File: src/rtl/core/ohlc_pkg.sv
package ohlc_pkg;

   // Field widths
   localparam int CmdW    = 1;
   localparam int PriceW  = 48;
   localparam int TimeW   = 48;
   localparam int SumW    = 64;
   localparam int CountW  = 32;
   localparam int DurW    = 32;

   // Divider step counter indexes one timestamp bit
   localparam int BitCntW = $clog2(TimeW);

   // First timestamp bit the divider shifts in
   localparam logic [BitCntW-1:0] LastBit = BitCntW'(TimeW - 1);

   localparam logic [DurW-1:0] DUR_RESET = DurW'(60);

   // Request commands
   localparam logic [CmdW-1:0] CMD_TRADE = 1'b0;
   localparam logic [CmdW-1:0] CMD_FLUSH = 1'b1;

   typedef enum logic [1:0] {
      ST_IDLE,
      ST_DIVIDE,
      ST_ALIGN,
      ST_COMMIT
   } ohlc_state_type;

   typedef struct packed {
      logic req_ready;
      logic div_step;
      logic align_step;
      logic commit_step;
   } ohlc_ctrl_type;

endpackage

File: src/rtl/core/ohlc_chan_if.sv
interface ohlc_req_if;
   logic                            valid;
   logic                            ready;
   logic [ohlc_pkg::CmdW-1:0]       cmd;
   logic [ohlc_pkg::PriceW-1:0]     price;
   logic [ohlc_pkg::TimeW-1:0]      timestamp;

   modport source (output valid, cmd, price, timestamp, input ready);
   modport sink   (input valid, cmd, price, timestamp, output ready);
endinterface

interface ohlc_rsp_if;
   logic                            valid;
   logic                            ready;
   logic [ohlc_pkg::TimeW-1:0]      bar_start;
   logic [ohlc_pkg::PriceW-1:0]     open_price;
   logic [ohlc_pkg::PriceW-1:0]     high_price;
   logic [ohlc_pkg::PriceW-1:0]     low_price;
   logic [ohlc_pkg::PriceW-1:0]     close_price;
   logic [ohlc_pkg::SumW-1:0]       price_total;
   logic [ohlc_pkg::CountW-1:0]     trades;

   modport source (output valid, bar_start, open_price, high_price, low_price, close_price,
                   price_total, trades, input ready);
   modport sink   (input valid, bar_start, open_price, high_price, low_price, close_price,
                   price_total, trades, output ready);
endinterface

File: src/rtl/core/ohlc_bar_aggregator.sv
// OHLC bar aggregator. Each trade request runs from its acceptance through 48 steps of a
// restoring divider that reduces the 48-bit timestamp modulo the bucket duration one bit per
// cycle, one step to align the start and one step to update or seal the open bar; no new
// request is taken until it is done. A flush request skips the divider and the align step.
// The commit step waits, when it must seal a bar, while an earlier sealed bar still sits
// unclaimed in the output register; that register otherwise lets the next request in while a
// bar waits to be taken. A zero bucket duration acts as a duration of one. The duration
// register is written through csr_wr_en and csr_wr_data and resets to 60.
module ohlc_bar_aggregator (
   input  logic                         clock,
   input  logic                         reset,
   ohlc_req_if.sink                     req_chan,
   ohlc_rsp_if.source                   rsp_chan,
   input  logic                         csr_wr_en,
   input  logic [ohlc_pkg::DurW-1:0]    csr_wr_data
);

   ohlc_pkg::ohlc_state_type state_ff, state_in;
   ohlc_pkg::ohlc_ctrl_type  ctrl;

   logic [ohlc_pkg::DurW-1:0]    dur_ff;
   logic [ohlc_pkg::CmdW-1:0]    cmd_ff;
   logic [ohlc_pkg::PriceW-1:0]  price_ff;
   logic [ohlc_pkg::TimeW-1:0]   ts_ff;
   logic [ohlc_pkg::BitCntW-1:0] bit_cnt_ff;
   logic [ohlc_pkg::DurW-1:0]    rem_ff, rem_in;
   logic [ohlc_pkg::TimeW-1:0]   start_ff;

   logic                         bar_open_ff;
   logic [ohlc_pkg::TimeW-1:0]   cur_start_ff;
   logic [ohlc_pkg::PriceW-1:0]  cur_open_ff;
   logic [ohlc_pkg::PriceW-1:0]  cur_high_ff;
   logic [ohlc_pkg::PriceW-1:0]  cur_low_ff;
   logic [ohlc_pkg::PriceW-1:0]  cur_close_ff;
   logic [ohlc_pkg::SumW-1:0]    cur_sum_ff, sum_in;
   logic [ohlc_pkg::CountW-1:0]  cur_count_ff, count_in;

   logic                         rsp_valid_ff;
   logic [ohlc_pkg::TimeW-1:0]   rsp_start_ff;
   logic [ohlc_pkg::PriceW-1:0]  rsp_open_ff;
   logic [ohlc_pkg::PriceW-1:0]  rsp_high_ff;
   logic [ohlc_pkg::PriceW-1:0]  rsp_low_ff;
   logic [ohlc_pkg::PriceW-1:0]  rsp_close_ff;
   logic [ohlc_pkg::SumW-1:0]    rsp_sum_ff;
   logic [ohlc_pkg::CountW-1:0]  rsp_count_ff;

   logic [ohlc_pkg::DurW-1:0]    dur_eff;
   logic [ohlc_pkg::DurW:0]      rem_shift;
   logic [ohlc_pkg::DurW:0]      rem_diff;
   logic [ohlc_pkg::SumW:0]      sum_wide;
   logic                         is_flush;
   logic                         emit_need;
   logic                         out_blocked;
   logic                         req_fire;

   // Divider step: shift in one timestamp bit, subtract if it fits
   always_comb begin
      dur_eff   = (dur_ff == '0) ? ohlc_pkg::DurW'(1) : dur_ff;
      rem_shift = {rem_ff, ts_ff[bit_cnt_ff]};
      rem_diff  = rem_shift - {1'b0, dur_eff};
      rem_in    = (rem_shift >= {1'b0, dur_eff}) ? rem_diff[ohlc_pkg::DurW-1:0]
                                                 : rem_shift[ohlc_pkg::DurW-1:0];
   end

   // Saturating sum and count for a trade in the open bucket
   always_comb begin
      sum_wide = {1'b0, cur_sum_ff} + {{(ohlc_pkg::SumW - ohlc_pkg::PriceW + 1){1'b0}}, price_ff};
      sum_in   = sum_wide[ohlc_pkg::SumW] ? '1 : sum_wide[ohlc_pkg::SumW-1:0];
      count_in = (cur_count_ff == '1) ? cur_count_ff : cur_count_ff + ohlc_pkg::CountW'(1);
   end

   // Decide whether the commit step seals a bar and whether it must wait
   always_comb begin
      is_flush    = (cmd_ff == ohlc_pkg::CMD_FLUSH);
      emit_need   = bar_open_ff && (is_flush || (start_ff != cur_start_ff));
      out_blocked = emit_need && rsp_valid_ff && !rsp_chan.ready;
      req_fire    = req_chan.valid && ctrl.req_ready;
   end

   // Next state
   always_comb begin
      state_in = state_ff;
      unique case (state_ff)
         ohlc_pkg::ST_IDLE: begin
            if (req_chan.valid) begin
               state_in = (req_chan.cmd == ohlc_pkg::CMD_FLUSH) ? ohlc_pkg::ST_COMMIT
                                                                : ohlc_pkg::ST_DIVIDE;
            end
         end
         ohlc_pkg::ST_DIVIDE: begin
            if (bit_cnt_ff == '0) state_in = ohlc_pkg::ST_ALIGN;
         end
         ohlc_pkg::ST_ALIGN: begin
            state_in = ohlc_pkg::ST_COMMIT;
         end
         ohlc_pkg::ST_COMMIT: begin
            if (!out_blocked) state_in = ohlc_pkg::ST_IDLE;
         end
         default: state_in = ohlc_pkg::ST_IDLE;
      endcase
   end

   // Sequencer outputs
   always_comb begin
      ctrl = '0;
      unique case (state_ff)
         ohlc_pkg::ST_IDLE:   ctrl.req_ready   = 1'b1;
         ohlc_pkg::ST_DIVIDE: ctrl.div_step    = 1'b1;
         ohlc_pkg::ST_ALIGN:  ctrl.align_step  = 1'b1;
         ohlc_pkg::ST_COMMIT: ctrl.commit_step = !out_blocked;
         default:             ctrl = '0;
      endcase
   end

   // Control registers
   always_ff @(posedge clock) begin
      if (reset) begin
         state_ff     <= ohlc_pkg::ST_IDLE;
         dur_ff       <= ohlc_pkg::DUR_RESET;
         bar_open_ff  <= 1'b0;
         rsp_valid_ff <= 1'b0;
      end else begin
         state_ff <= state_in;
         if (csr_wr_en) dur_ff <= csr_wr_data;
         // Drop the result once taken, raise it when a bar is sealed
         if (ctrl.commit_step && emit_need) begin
            rsp_valid_ff <= 1'b1;
         end else if (rsp_chan.ready) begin
            rsp_valid_ff <= 1'b0;
         end
         if (ctrl.commit_step) begin
            if (is_flush) bar_open_ff <= 1'b0;
            else          bar_open_ff <= 1'b1;
         end
      end
   end

   // Datapath
   always_ff @(posedge clock) begin
      // Capture the request
      if (req_fire) begin
         cmd_ff     <= req_chan.cmd;
         price_ff   <= req_chan.price;
         ts_ff      <= req_chan.timestamp;
         bit_cnt_ff <= ohlc_pkg::LastBit;
         rem_ff     <= '0;
      end
      // Advance the divider
      if (ctrl.div_step) begin
         rem_ff     <= rem_in;
         bit_cnt_ff <= bit_cnt_ff - ohlc_pkg::BitCntW'(1);
      end
      // Align the timestamp down to the bucket
      if (ctrl.align_step) begin
         start_ff <= ts_ff - {{(ohlc_pkg::TimeW - ohlc_pkg::DurW){1'b0}}, rem_ff};
      end
      // Seal the open bar into the output register
      if (ctrl.commit_step && emit_need) begin
         rsp_start_ff <= cur_start_ff;
         rsp_open_ff  <= cur_open_ff;
         rsp_high_ff  <= cur_high_ff;
         rsp_low_ff   <= cur_low_ff;
         rsp_close_ff <= cur_close_ff;
         rsp_sum_ff   <= cur_sum_ff;
         rsp_count_ff <= cur_count_ff;
      end
      // Update or reopen the bar on a trade
      if (ctrl.commit_step && !is_flush) begin
         if (bar_open_ff && !emit_need) begin
            if (price_ff > cur_high_ff) cur_high_ff <= price_ff;
            if (price_ff < cur_low_ff)  cur_low_ff  <= price_ff;
            cur_close_ff <= price_ff;
            cur_sum_ff   <= sum_in;
            cur_count_ff <= count_in;
         end else begin
            cur_start_ff <= start_ff;
            cur_open_ff  <= price_ff;
            cur_high_ff  <= price_ff;
            cur_low_ff   <= price_ff;
            cur_close_ff <= price_ff;
            cur_sum_ff   <= {{(ohlc_pkg::SumW - ohlc_pkg::PriceW){1'b0}}, price_ff};
            cur_count_ff <= ohlc_pkg::CountW'(1);
         end
      end
   end

   // Drive the channels
   assign req_chan.ready       = ctrl.req_ready;
   assign rsp_chan.valid       = rsp_valid_ff;
   assign rsp_chan.bar_start   = rsp_start_ff;
   assign rsp_chan.open_price  = rsp_open_ff;
   assign rsp_chan.high_price  = rsp_high_ff;
   assign rsp_chan.low_price   = rsp_low_ff;
   assign rsp_chan.close_price = rsp_close_ff;
   assign rsp_chan.price_total = rsp_sum_ff;
   assign rsp_chan.trades      = rsp_count_ff;

   // A result only appears out of the commit step
   assert property (@(posedge clock) disable iff (reset)
      $rose(rsp_valid_ff) |-> $past(state_ff == ohlc_pkg::ST_COMMIT))
      else $error("result raised outside the commit step");

   // An open bar holds at least one trade and a sane price range
   assert property (@(posedge clock) disable iff (reset)
      bar_open_ff |-> (cur_count_ff != '0) && (cur_low_ff <= cur_high_ff))
      else $error("open bar holds an inconsistent count or range");

   // The divider remainder stays below the divisor
   assert property (@(posedge clock) disable iff (reset)
      (state_ff == ohlc_pkg::ST_ALIGN) |-> (rem_ff < dur_eff))
      else $error("remainder not reduced below the bucket duration");

   // A blocked commit never overwrites a waiting result
   assert property (@(posedge clock) disable iff (reset)
      (state_ff == ohlc_pkg::ST_COMMIT && out_blocked) |=> $stable(rsp_start_ff))
      else $error("pending result overwritten");

endmodule

File: src/flat_wrapper.sv
// flat-port wrapper written by rule: the top's interface ports become plain ports
module ohlc_bar_aggregator_flat 
  (clock, reset, csr_wr_en, csr_wr_data, req_chan_valid, req_chan_cmd, req_chan_price, req_chan_timestamp, req_chan_ready, rsp_chan_valid, rsp_chan_bar_start, rsp_chan_open_price, rsp_chan_high_price, rsp_chan_low_price, rsp_chan_close_price, rsp_chan_price_total, rsp_chan_trades, rsp_chan_ready);
  ohlc_req_if req_chan_i ();
  ohlc_rsp_if rsp_chan_i ();
  input  logic clock;
  input  logic reset;
  input  logic csr_wr_en;
  input  logic [ohlc_pkg::DurW-1:0] csr_wr_data;
  input wire logic [$bits(req_chan_i.valid)-1:0] req_chan_valid;
  input wire logic [$bits(req_chan_i.cmd)-1:0] req_chan_cmd;
  input wire logic [$bits(req_chan_i.price)-1:0] req_chan_price;
  input wire logic [$bits(req_chan_i.timestamp)-1:0] req_chan_timestamp;
  output wire logic [$bits(req_chan_i.ready)-1:0] req_chan_ready;
  output wire logic [$bits(rsp_chan_i.valid)-1:0] rsp_chan_valid;
  output wire logic [$bits(rsp_chan_i.bar_start)-1:0] rsp_chan_bar_start;
  output wire logic [$bits(rsp_chan_i.open_price)-1:0] rsp_chan_open_price;
  output wire logic [$bits(rsp_chan_i.high_price)-1:0] rsp_chan_high_price;
  output wire logic [$bits(rsp_chan_i.low_price)-1:0] rsp_chan_low_price;
  output wire logic [$bits(rsp_chan_i.close_price)-1:0] rsp_chan_close_price;
  output wire logic [$bits(rsp_chan_i.price_total)-1:0] rsp_chan_price_total;
  output wire logic [$bits(rsp_chan_i.trades)-1:0] rsp_chan_trades;
  input wire logic [$bits(rsp_chan_i.ready)-1:0] rsp_chan_ready;
  assign req_chan_i.valid = req_chan_valid;
  assign req_chan_i.cmd = req_chan_cmd;
  assign req_chan_i.price = req_chan_price;
  assign req_chan_i.timestamp = req_chan_timestamp;
  assign req_chan_ready = req_chan_i.ready;
  assign rsp_chan_valid = rsp_chan_i.valid;
  assign rsp_chan_bar_start = rsp_chan_i.bar_start;
  assign rsp_chan_open_price = rsp_chan_i.open_price;
  assign rsp_chan_high_price = rsp_chan_i.high_price;
  assign rsp_chan_low_price = rsp_chan_i.low_price;
  assign rsp_chan_close_price = rsp_chan_i.close_price;
  assign rsp_chan_price_total = rsp_chan_i.price_total;
  assign rsp_chan_trades = rsp_chan_i.trades;
  assign rsp_chan_i.ready = rsp_chan_ready;
  ohlc_bar_aggregator u_core (.clock(clock), .reset(reset), .req_chan(req_chan_i), .rsp_chan(rsp_chan_i), .csr_wr_en(csr_wr_en), .csr_wr_data(csr_wr_data));
endmodule
File: config.mk
export PLATFORM = sky130hd
export DESIGN_NAME = ohlc_bar_aggregator_flat
export DESIGN_NICKNAME = d
export VERILOG_FILES = /design/src/rtl/core/ohlc_pkg.sv /design/src/rtl/core/ohlc_chan_if.sv /design/src/rtl/core/ohlc_bar_aggregator.sv /design/src/flat_wrapper.sv
export SDC_FILE = /design/constraint.sdc
export NUM_CORES = 1
export LEC_CHECK = 0
export BUFFER_PORTS_ARGS = -buffer_cell sky130_fd_sc_hd__buf_2
export CORE_AREA = 2 2 282 284
export CTS_CLUSTER_DIAMETER = 40
export DETAILED_ROUTE_END_ITERATION = 12
export DIE_AREA = 0 0 284 286
export MAX_ROUTING_LAYER = met4
export PLACE_DENSITY = 0.71
export SLEW_MARGIN = 15
export SYNTH_ARGS = -nofsm -noshare
export SYNTH_HDL_FRONTEND = slang
export SYNTH_SLANG_ARGS = --single-unit
File: constraint.sdc
create_clock -name clock -period 21.2 [get_ports clock]
set_input_delay 1.06 -clock clock [delete_from_list [all_inputs] [get_ports clock]]
set_output_delay 1.06 -clock clock [all_outputs]
set_load 0.03 [all_outputs]
==> results of run 1 <==
routing by layer:
layer | track usage [%] | up-vias
met1 | 28.2 | 11900
li1 | - | 11800
met4 | 8.47 | 0
met5 | - | -
met3 | 4.08 | 165
met2 | 39.4 | 777
sequential cells by signal (all words and copies together) (netlist names), 48 cells and up:
| register | flops |
|---|---|
| u_core.cur_low_ff | 48 |
| u_core.rsp_chan.price_total | 64 |
| u_core.cur_sum_ff | 64 |
| u_core.cur_open_ff | 48 |
| u_core.cur_close_ff | 48 |
| u_core.ts_ff | 48 |
| u_core.rsp_chan.open_price | 48 |
| u_core.rsp_chan.high_price | 48 |
| u_core.rsp_chan.low_price | 48 |
| u_core.price_ff | 48 |
| u_core.cur_high_ff | 48 |
| u_core.rsp_chan.close_price | 48 |
| u_core.cur_start_ff | 48 |
| u_core.rsp_chan.bar_start | 48 |
| u_core.start_ff | 48 |
Yosys cell counts (17+ instances only):
| cell type | count | area, um2 |
|---|---|---|
| inv_1 | 222 | 833 |
| nand2b_1 | 34 | 213 |
| nand4_1 | 43 | 269 |
| nor3_1 | 43 | 215 |
| dfxtp_1 | 36 | 721 |
| nand3_1 | 38 | 190 |
| xor2_1 | 63 | 552 |
| a21o_1 | 91 | 683 |
| a21oi_1 | 152 | 761 |
| o21bai_1 | 19 | 143 |
| xnor2_1 | 109 | 955 |
| nor4_1 | 23 | 144 |
| nor2_1 | 176 | 661 |
| o21ai_0 | 114 | 571 |
| a211oi_1 | 22 | 165 |
| ha_1 | 214 | 2680 |
| clkbuf_1 | 54 | 203 |
| edfxtp_1 | 855 | 25700 |
| nor2b_1 | 32 | 200 |
| a2bb2oi_1 | 17 | 149 |
| mux2i_1 | 54 | 541 |
| o21a_1 | 25 | 188 |
| nand2_1 | 178 | 668 |
| a31oi_1 | 24 | 150 |
worst min-delay path by stage:
stage,endpoint,slack [ps]
2_1_floorplan,u_core.rsp_chan.close_price[0]$_DFFE_PP_,400
3_3_place_gp,u_core.rsp_chan.open_price[22]$_DFFE_PP_,400
3_5_place_dp,u_core.rsp_chan.close_price[12]$_DFFE_PP_,400
4_1_cts,u_core.rsp_chan.close_price[46]$_DFFE_PP_,400
5_1_grt,u_core.rsp_chan.open_price[45]$_DFFE_PP_,410
6_report,u_core.rsp_chan.close_price[46]$_DFFE_PP_,400
metrics by stage:
stage | total power, mW | setup slack (ps)
2_1_floorplan | 3.58 | 4250
3_3_place_gp | 4.02 | 15910
3_5_place_dp | 4.03 | 15810
4_1_cts | 5.97 | 15810
5_1_grt | 6.24 | 15430
6_report | 5.94 | 15830
power by group through the flow:
stage | Combinational [mW] | Sequential (mW) | Clock [mW]
detailed placement | 1.56 | 2.48 | 0
global placement | 1.54 | 2.47 | 0
CTS | 1.57 | 2.44 | 1.96
finish | 1.57 | 2.44 | 1.93
floorplan | 1.18 | 2.40 | 0
global route | 1.74 | 2.46 | 2.03
area by class of cell:
cell class / instances / area (um2)
multi-input cells: 1676 / 12100
fillers: 6141 / 31300
clock buffers: 119 / 2820
well taps: 1050 / 1310
clock inverters: 90 / 1070
inverters: 224 / 843
diodes: 7 / 17.5
repair buffers: 488 / 2500
flip-flops and latches: 891 / 26400
layout by cell type (no fill, tap or decap), types with 34 or more instances in the layout:
cell	count
a21oi_1	152
o21ai_0	114
nor2_1	175
dfxtp_1	36
edfxtp_1	855
clkbuf_16	111
buf_2	471
mux2i_1	54
nand3_1	38
xnor2_1	109
nand2b_1	34
xor2_1	63
nand4_1	43
a21o_1	91
nor3_1	43
nand2_1	177
inv_1	221
ha_1	213
cell families after synthesis:
group                    Yosys count  share of synthesized area (%)
flip-flops                       891                           66.8
AND/OR/NAND/NOR                  634                           7.71
AO/OA/AOI/OAI                    584                           9.68
buffers and inverters            292                           2.84
adder cells (fa/ha/maj)          217                           6.93
XOR/XNOR                         172                           3.81
multiplexers                      69                           2.23
==> run summary, run 1 <==
Initial antenna violation count = 7
DRC Markers = 0
Worst Setup EP = u_core.rem_ff[26]$_SDFFCE_PN0P_
Reg2Reg Setup Slack = 15830 ps
CTS Sinks = 891
Antenna-violating nets left = 0
Buf+Inv Stages, Crit Path = 1
WL/cell = 20.5 um
Setup crit end kind = flip-flop
Synth Flop Type = edfxtp_1
Area after DPL = 0.0431 mm2
Routed wire length = 93300 um
Die Width = 284 um
Slowest-stage cell, CP = edfxtp_1
Post-CTS Repair Setup Buffers = 0
RSZ-0062 raised after global routing = no
Max layer used = met4
Post-cts sizing count = 0
Critical Path RT = 21610 ps
CP Cell Sequence = mux4_2 > mux4_2 > nand2_1 > a21oi_1 > a31oi_1 > ha_1 > inv_1 > fa_1 > a211oi_1 > o211ai_1 > nand2_1 > o21ai_0 > a21oi_1 > o21bai_1 > or2_2 > a21oi_1 > xor2_1 > o31ai_1
Routed vias = 24700
YS warnings = 0
Pwr per Cell Area = 126 mW/mm2
Final core utilization = 60.0%
Gp weighted congestion = 0.935
Critical path startpoint = u_core.bit_cnt_ff[0]$_SDFFCE_PN1P_
Setup Skew = 50.6 ps
Worst-skew pair later-pin latency = 690 ps
Final instance area = 0.0470 mm2
Total CTS buffers = 110
Run status = finished clean
Hold path depth = 0
Switching share of power = 32.2%
Reg clk slew, reported paths = 60 ps
Area Overhead vs Synth = 19.0%
Final Max Tran Viols = 0
IO Pins = 472
Sequential Power Share = 41.1%
Via density = 5.44
Slowest stage delay, CP = 860 ps
Layout Cells excl Fill = 4545
Worst slew pin tran = 1240 ps
Worst hold path class = reg -> reg
Core ar. = 0.0784 mm2
Row count = 103
First-pass GRT wire length = 141000 um
Syn nets = 3210
Hold path start = u_core.cur_close_ff[46]$_DFFE_PP_
P_int = 4.03 mW
Initial Util = 50.4%
Sw power = 1.91 mW
Comb pwr share = 26.5%
Die footprint = 0.0812 mm2
Cell Area, Synth = 0.0395 mm2
Pin count of the biggest net entering global routing = 189
Number of global-route vias before repair = 24100
Critical Path Stages = 18
Met2 wire len = 47400 um
Post-synth EDFFs = 855
WL met1 = 37300 um
P_leak = 18.2 nW
Met3 routed WL = 5630 um
Total negative slack = 0 ps
First-pass DRT Iterations = 6
Tot GR Track Use = 23.3%
H-tree levels = 3
Synth cell types = 84
Critical path fanouts, max = 15
Root Buffer = clkbuf_16
CP Launch Type = flip-flop
Slew headroom = 17.3%
DRT iter0 DRCs = 1783
Die H = 286 um
Share of layout cells above drive strength 1 = 20.9%
Max Cap Violations = 0
WS Path Type = reg -> reg
Period utilization = 25.3%
Clock power frac = 32.4%
CTS tree = built
Worst hold slack = 405 ps
Seq/Total Area, Yosys = 66.8%
Worst Reg-to-Reg Cells = 18
Max Clk Rate = 0.186 GHz
Input/output buffers = 471
Mean Syn Cell Area = 13.8 um2
Fin crit period = 5370 ps
Most frequent cell on the critical path = a21oi_1
Hpwl dp = 67000 um
Final Setup Violations = 0
Hold Violations, Final = 0
Register bit total from synthesis = 891
CP top delay family = compound AO/OA/AOI/OAI gates
Hold buffers post-CTS = 0
GRT Residual Overflow = 0
Worst R2R End = u_core.rem_ff[26]$_SDFFCE_PN0P_
Nets@finish = 3742
CTS Buffer Depth = 3
Asr flop ratio synth = 0%
RR Startpoint = u_core.bit_cnt_ff[0]$_SDFFCE_PN1P_
Dpl cells = 4329
Cell count after synthesis = 2859
Worst EP arrival = 5780 ps
Peak supply drop = 127 uV
(Power assumes the default switching activity.)
==> run 2, diff against run 1 <==
--- a/config.mk
+++ b/config.mk
@@ -5,13 +5,14 @@
 export SDC_FILE = /design/constraint.sdc
 export NUM_CORES = 1
 export LEC_CHECK = 0
+export ABC_AREA = 1
 export BUFFER_PORTS_ARGS = -buffer_cell sky130_fd_sc_hd__buf_2
-export CORE_AREA = 2 2 282 284
+export CORE_AREA = 2 2 292 294
 export CTS_CLUSTER_DIAMETER = 40
 export DETAILED_ROUTE_END_ITERATION = 12
-export DIE_AREA = 0 0 284 286
+export DIE_AREA = 0 0 294 296
 export MAX_ROUTING_LAYER = met4
-export PLACE_DENSITY = 0.71
+export PLACE_DENSITY = 0.73
 export SLEW_MARGIN = 15
 export SYNTH_ARGS = -nofsm -noshare
 export SYNTH_HDL_FRONTEND = slang
==> constraint.sdc (replaced) <==
create_clock -name clock -period 4.7 [get_ports clock]
set_input_delay 0.235 -clock clock [delete_from_list [all_inputs] [get_ports clock]]
set_output_delay 0.235 -clock clock [all_outputs]
set_load 0.03 [all_outputs]
==> run 2 against run 1 <==
Against the previous run: via count is 26% higher; clock-buffer cell count is 3 higher; largest power group unchanged; clock skew is 18 ps lower; largest cell class unchanged.
==> run summary, run 2 <==
Run status = finished clean
Pwr per Cell Area = 527 mW/mm2 (+320%)
Hpwl dp = 88700 um (+33%)
Max Clk Rate = 0.249 GHz (+34%)
Worst hold path class = in -> reg
Most frequent cells in the layout = edfxtp_1 (855), nand2_1 (717), inv_1 (568)
Slowest-stage cell, CP = edfxtp_1
Multi-input logic area = 0.0138 mm2 (+14%)
Dpl cells = 5551 (+28%)
Die footprint = 0.0870 mm2 (+7.1%)
Hold Violations, Final = 0 (unchanged)
Number of global-route vias before repair = 30800 (+28%)
Seq/Total Area, Yosys = 62.0% (-4.7 points)
Final instance area = 0.0518 mm2 (+10%)
Commonest non-fill, non-tap cell in the layout = edfxtp_1
Cell count after synthesis = 4014 (+40%)
Number of antenna diodes = 0 (-7)
Core ar. = 0.0842 mm2 (+7.5%)
Tot GR Track Use = 27.8% (+4.5 points)
Routed wire length = 119000 um (+28%)
Max Cap Violations = 0 (unchanged)
First-pass GRT wire length = 177000 um (+26%)
Slowest stage delay, CP = 550 ps (-310 ps)
Asr flop ratio synth = 0% (unchanged)
Worst-skew pair later-pin latency = 710 ps (+20 ps)
IO Pins = 472 (unchanged)
CTS Sinks = 891 (unchanged)
Area contributors post-synth = edfxtp_1 (60%), nand2_1 (6.3%), ha_1 (6.3%), inv_1 (5.0%), nor2_1 (4.1%)
CP Cell Sequence = clkinv_1 > nor2_1 > o21ai_0 > o211ai_1 > nand3_1 > nand3_1 > nand3_1 > nand2_1 > inv_1 > ha_1 > inv_1 > fa_1 > nand3_1 > nand2_1 > a21oi_1 > o21ai_0 > a21oi_1 > xnor2_1 > nor2_1 > nor2_1
Peak supply drop = 364 uV (+190%)
YS warnings = 0 (unchanged)
RSZ-0062 raised after global routing = no
FILL cells = 6767 (+10%)
Area Overhead vs Synth = 21.8%
P_leak = 21.2 nW (+16%)
Mean Syn Cell Area = 10.6 um2 (-23%)
Reg clk slew, reported paths = 60 ps (about the same)
Worst slew pin tran = 1350 ps (+109 ps)
WL/cell = 20.2 um (-1.8%)
First-pass DRT Iterations = 5 (-1)
Gp weighted congestion = 1.01 (+7.5%)
H-tree levels = 3 (unchanged)
Row count = 107 (+3.9%)
Pin count of the biggest net entering global routing = 187 (-1.1%)
Cell Area, Synth = 0.0425 mm2 (+7.6%)
Total CTS buffers = 116 (+5.5%)
Nets@finish = 5071 (+36%)
Period utilization = 85.5% (+60 points)
Share of layout cells above drive strength 1 = 16.2% (-4.7 points)
Post-synth top area share = 60.4% (-4.6 points)
Post-synth EDFFs = 855 (unchanged)
Synth Flop Type = edfxtp_1
Most frequent cell on the critical path = nand3_1
Register area = 0.0264 mm2 (unchanged)
Most numerous cell in the Yosys netlist = edfxtp_1
Critical path fanouts, max = 18 (+3)
Initial antenna violation count = 3 (-4)
Worst EP arrival = 4490 ps (-1290 ps)
Final Power = 27.3 mW (+360%)
Post-cts sizing count = 0 (unchanged)
DRC Markers = 0 (unchanged)
Root Buffer = clkbuf_16
Setup Skew = 32.3 ps (-18.3 ps)
CTS Buffer Depth = 3 (unchanged)
Synth cell types = 51 (-39%)
Syn nets = 4365 (+36%)
Synth area leader = edfxtp_1
WS Path Type = reg -> reg
GRT Residual Overflow = 0 (unchanged)
Input/output buffers = 471 (unchanged)
Critical Path RT = 5170 ps (-16440 ps)
Slew headroom = 10.1% (-7.3 points)
CTS tree = built
Layout Cells excl Fill = 5911 (+30%)
Final Max Tran Viols = 0 (unchanged)
Final Setup Violations = 0 (unchanged)
Routed vias = 31200 (+26%)
Fin crit period = 4020 ps (-1350 ps)
CP Launch Type = flip-flop
DRT iter0 DRCs = 2189 (+23%)
Die Width = 294 um (+3.5%)
Post-synth top cells = edfxtp_1 (855), nand2_1 (717), inv_1 (571)
Setup crit end kind = flip-flop
Area after DPL = 0.0463 mm2 (+7.3%)
Initial Util = 50.5% (+0.082 points)
Register bit total from synthesis = 891 (unchanged)
Post-CTS Repair Setup Buffers = 0 (unchanged)
Reg2Reg Setup Slack = 680 ps (-15150 ps)
Antenna-violating nets left = 0 (unchanged)
Die H = 296 um (+3.5%)
Via density = 5.28 (-2.9%)
Total negative slack = 0 ps (unchanged)
run 2: logic make-up (layout without fill, tap and decap cells):
logic type      after synthesis  count (layout)  share of synthesized area, %
xor+xnor                    123             123                          2.53
simple gates               1532            1532                          15.2
compound gates              630             630                          8.02
fa+ha+maj                   217             217                          6.44
flops                       891             891                          62.0
buf+inv                     621            1428                          5.73
run 2: what timing repair did:
action	CTS	global route
endpoints found under the setup margin	0	0
hold buffers	141	0
hold endpoints to repair	133	0
run 2: through the flow:
stage | setup WS [ps] | util (%) | hold slack [ps]
3_3_place_gp | 845 | 55.0 | 400
5_1_grt | 279 | 61.5 | 219
4_1_cts | 712 | 61.5 | 188
6_report | 680 | 61.5 | 238
3_5_place_dp | 758 | 55.0 | 405
2_1_floorplan | -1840 | - | 304
run 2: area by class of cell:
| type | count | area share, % |
|---|---|---|
| Timing Repair Buffer | 632 | 7.74 |
| Clock inverter | 97 | 2.22 |
| Sequential cell | 891 | 51.0 |
| Clock buffer | 122 | 5.69 |
| Multi-Input combinational cell | 2502 | 26.6 |
| Inverter | 577 | 4.20 |
| Tap cell | 1090 | 2.63 |
run 2: worst max-delay path: cells and delay by family (launching register included):
family | cells | cell delay [ps]
buffers and inverters | 3 | 690
AOI/OAI and AO/OA | 5 | 900
adders and majority gates | 2 | 450
DFF | 1 | 550
xor gates and xnor gates | 1 | 150
and+or+nand+nor | 9 | 1040
run 2: routing by layer:
layer | up-vias | global-route usage [%] | share of wire, %
met5 | - | - | 0
met4 | 0 | 10.5 | 3.4
met3 | 221 | 3.51 | 5.1
met2 | 969 | 48.3 | 51
met1 | 14800 | 33.1 | 40
li1 | 15200 | - | -
run 2: report_power, final:
group	total [mW]	switching, mW	internal (mW)
Combinational	7.45	5.02	2.43
Sequential	10.7	0.781	9.95
Clock	9.11	3.69	5.42
Total	27.3	9.49	17.8
run 2: path summary, 6_finish.rpt:
| check | start | end | depth (start not counted) |
|---|---|---|---|
| min reg2reg | u_core.cur_close_ff[2]$_DFFE_PP_ | u_core.rsp_chan.close_price[2]$_DFFE_PP_ | 0 |
| max | u_core.bit_cnt_ff[1]$_SDFFCE_PN1P_ | u_core.rem_ff[22]$_SDFFCE_PN0P_ | 20 |
| min | req_chan_timestamp[5] | u_core.ts_ff[5]$_DFFE_PP_ | 2 |
| max reg2reg | u_core.bit_cnt_ff[1]$_SDFFCE_PN1P_ | u_core.rem_ff[22]$_SDFFCE_PN0P_ | 20 |
==> run 3, diff against run 2 <==
--- a/config.mk
+++ b/config.mk
@@ -5,14 +5,13 @@
 export SDC_FILE = /design/constraint.sdc
 export NUM_CORES = 1
 export LEC_CHECK = 0
-export ABC_AREA = 1
 export BUFFER_PORTS_ARGS = -buffer_cell sky130_fd_sc_hd__buf_2
-export CORE_AREA = 2 2 292 294
+export CORE_AREA = 2 2 282 284
 export CTS_CLUSTER_DIAMETER = 40
 export DETAILED_ROUTE_END_ITERATION = 12
-export DIE_AREA = 0 0 294 296
+export DIE_AREA = 0 0 284 286
 export MAX_ROUTING_LAYER = met4
-export PLACE_DENSITY = 0.73
+export PLACE_DENSITY = 0.74
 export SLEW_MARGIN = 15
 export SYNTH_ARGS = -nofsm -noshare
 export SYNTH_HDL_FRONTEND = slang
==> constraint.sdc (replaced) <==
create_clock -name clock -period 3.4 [get_ports clock]
set_input_delay 0.17 -clock clock [delete_from_list [all_inputs] [get_ports clock]]
set_output_delay 0.17 -clock clock [all_outputs]
set_load 0.03 [all_outputs]
==> run 3 against run 2 <==
Against the previous run: the flow now finishes with violations (negative setup slack); clock power up 32%; sequential power up 39%; sequential share of layout area down 0.94 points; total power up 47%; critical path depth down 1; via count down 11%; clock-buffer cell count up 13; critical endpoint is now u_core.rem_ff[26]$_SDFFCE_PN0P_; largest cell class unchanged.
==> run summary, run 3 (same netlist as run 1, synthesis figures left out) <==
DRT iter0 DRCs = 2225 (+1.6%)
Share of layout cells above drive strength 1 = 31.0% (+15 points)
Pin count of the biggest net entering global routing = 78 (-58%)
Gp weighted congestion = 0.933 (-7.2%)
IO Pins = 472 (unchanged)
WS Path Type = reg -> reg
Root Buffer = clkbuf_16
Nets@finish = 4240 (-16%)
Core ar. = 0.0784 mm2 (-7.0%)
Critical Path RT = 3780 ps (-1390 ps)
Max Cap Violations = 0 (unchanged)
Initial antenna violation count = 5 (+2)
Fin crit period = 4360 ps (+336 ps)
Period utilization = 128% (+43 points)
Via density = 5.49 (+4.0%)
Max Clk Rate = 0.230 GHz (-7.7%)
Commonest non-fill, non-tap cell in the layout = edfxtp_1
Hold path start = reset
DP Worst Slack = -994 ps (-1750 ps)
Multi-input logic area = 0.0131 mm2 (-5.0%)
Final Setup Violations = 81 (+81)
Peak supply drop = 762 uV (+110%)
CTS Buffer Depth = 3 (unchanged)
Critical path startpoint = u_core.bit_cnt_ff[0]$_SDFFCE_PN1P_
Die footprint = 0.0812 mm2 (-6.7%)
RSZ-0062 raised after global routing = yes
Die Width = 284 um (-3.4%)
Total CTS buffers = 114 (-1.7%)
First-pass GRT wire length = 156000 um (-12%)
Worst EP arrival = 4740 ps (+250 ps)
Setup crit end kind = flip-flop
Final core utilization = 67.3% (+5.8 points)
Final Max Tran Viols = 0 (unchanged)
WL/cell = 21.2 um (+5.0%)
Routed vias = 27700 (-11%)
Run status = complete, but fails checks
Worst hold slack = 38.9 ps (-200 ps)
Setup ws final = -956 ps (-1640 ps)
CTS tree = built
Most frequent cells in the layout = edfxtp_1 (855), buf_2 (471), buf_4 (307)
P_leak = 21.0 nW (-1.2%)
Number of global-route vias before repair = 27300 (-11%)
Routed wire length = 107000 um (-10%)
Setup Skew = 44.6 ps (+12.3 ps)
First-pass DRT Iterations = 5 (unchanged)
Total negative slack = -31170 ps (-31170 ps)
Antenna-violating nets left = 0 (unchanged)
Input/output buffers = 471 (unchanged)
Initial Util = 50.4% (-0.082 points)
Worst slew pin tran = 1040 ps (-306 ps)
CTS Sinks = 891 (unchanged)
DRC Markers = 0 (unchanged)
Failing checks = negative setup slack
Area Overhead vs Synth = 33.5%
FILL cells = 5325 (-21%)
Worst hold path class = in -> reg
Reg clk slew, reported paths = 60 ps (about the same)
Tot GR Track Use = 25.9% (-1.9 points)
H-tree levels = 3 (unchanged)
RR Startpoint = u_core.bit_cnt_ff[0]$_SDFFCE_PN1P_
Pwr per Cell Area = 762 mW/mm2 (+45%)
Hpwl dp = 73700 um (-17%)
Row count = 103 (-3.7%)
Register area = 0.0264 mm2 (unchanged)
GRT Residual Overflow = 0 (unchanged)
Hold Violations, Final = 0 (unchanged)
Slew headroom = 30.5% (+20 points)
Worst-skew pair later-pin latency = 690 ps (-20 ps)
Die H = 286 um (-3.4%)
Critical path fanouts, max = 13 (-5)
CP Launch Type = flip-flop
Final Power = 40.2 mW (+47%)
[run 3: area by class of cell]
cell class	count	share of cell area, %
flip-flops and latches	891	50.0
multi-input cells	1677	24.8
repair buffers	981	13.7
clock buffers	135	5.69
well taps	1050	2.49
clock inverters	79	1.73
inverters	224	1.61
diodes	3	0.0142
[run 3: worst paths after layout]
| check | end | slack (ps) | depth (start not counted) |
|---|---|---|---|
| hold reg to reg | u_core.rsp_chan.close_price[46]$_DFFE_PP_ | 410 | 0 |
| setup / recovery | u_core.rem_ff[26]$_SDFFCE_PN0P_ | -960 | 19 |
| setup reg to reg | u_core.rem_ff[26]$_SDFFCE_PN0P_ | -960 | 19 |
| hold / removal | u_core.dur_ff[11]$_SDFFE_PP0P_ | 40 | 2 |
[run 3: timing repair]
item / 4_1_cts / 5_1_grt
endpoints found under the hold margin: 130 / 0
endpoints found under the setup margin: 194 / 214
gates resized for setup: 70 / 199
pin swaps: 34 / 117
cloned: 6 / 7
setup buffers: 17 / 33
hold buffers: 136 / 0
[run 3: critical path, cell delays in order, from the launching register on]
cell and delay [ps]:
edfxtp_1 370, buf_12 170, mux4_2 530, mux4_2 500, nand2_2 90, a21oi_2 60, a31oi_4 220, ha_4 170
inv_2 40, fa_2 370, a211oi_2 250, o211ai_1 190, nand2_1 150, o21ai_2 80, a21oi_2 180, o21bai_1 100
or2_4 250, a21oi_2 130, xor2_1 160, o31ai_1 70
[run 3: stage by stage]
stage          cell area (um2)  instances
3_5_place_dp             45700       4629
3_3_place_gp             45700       4629
6_report                 52800       5040
4_1_cts                  51600       5001
5_1_grt                  52800       5040
2_1_floorplan            39700       2859
[run 3: where the power goes]
group / leakage [nW] / total (mW) / switching (mW) / internal, mW
sequential: 8.12 / 14.9 / 0.939 / 14.0
combinational: 10.9 / 13.2 / 7.24 / 6.00
clock: 1.91 / 12.0 / 5.05 / 6.99
total: 21.0 / 40.2 / 13.2 / 27.0
[run 3: per-layer routing]
metal  up-vias  track usage, %  part of all wire, %
li1      12800               -                    -
met1     13500            29.7                   38
met2      1063            45.0                   52
met3       262            4.11                  6.3
met4         0            11.2                  4.4
met5         -               -                    0
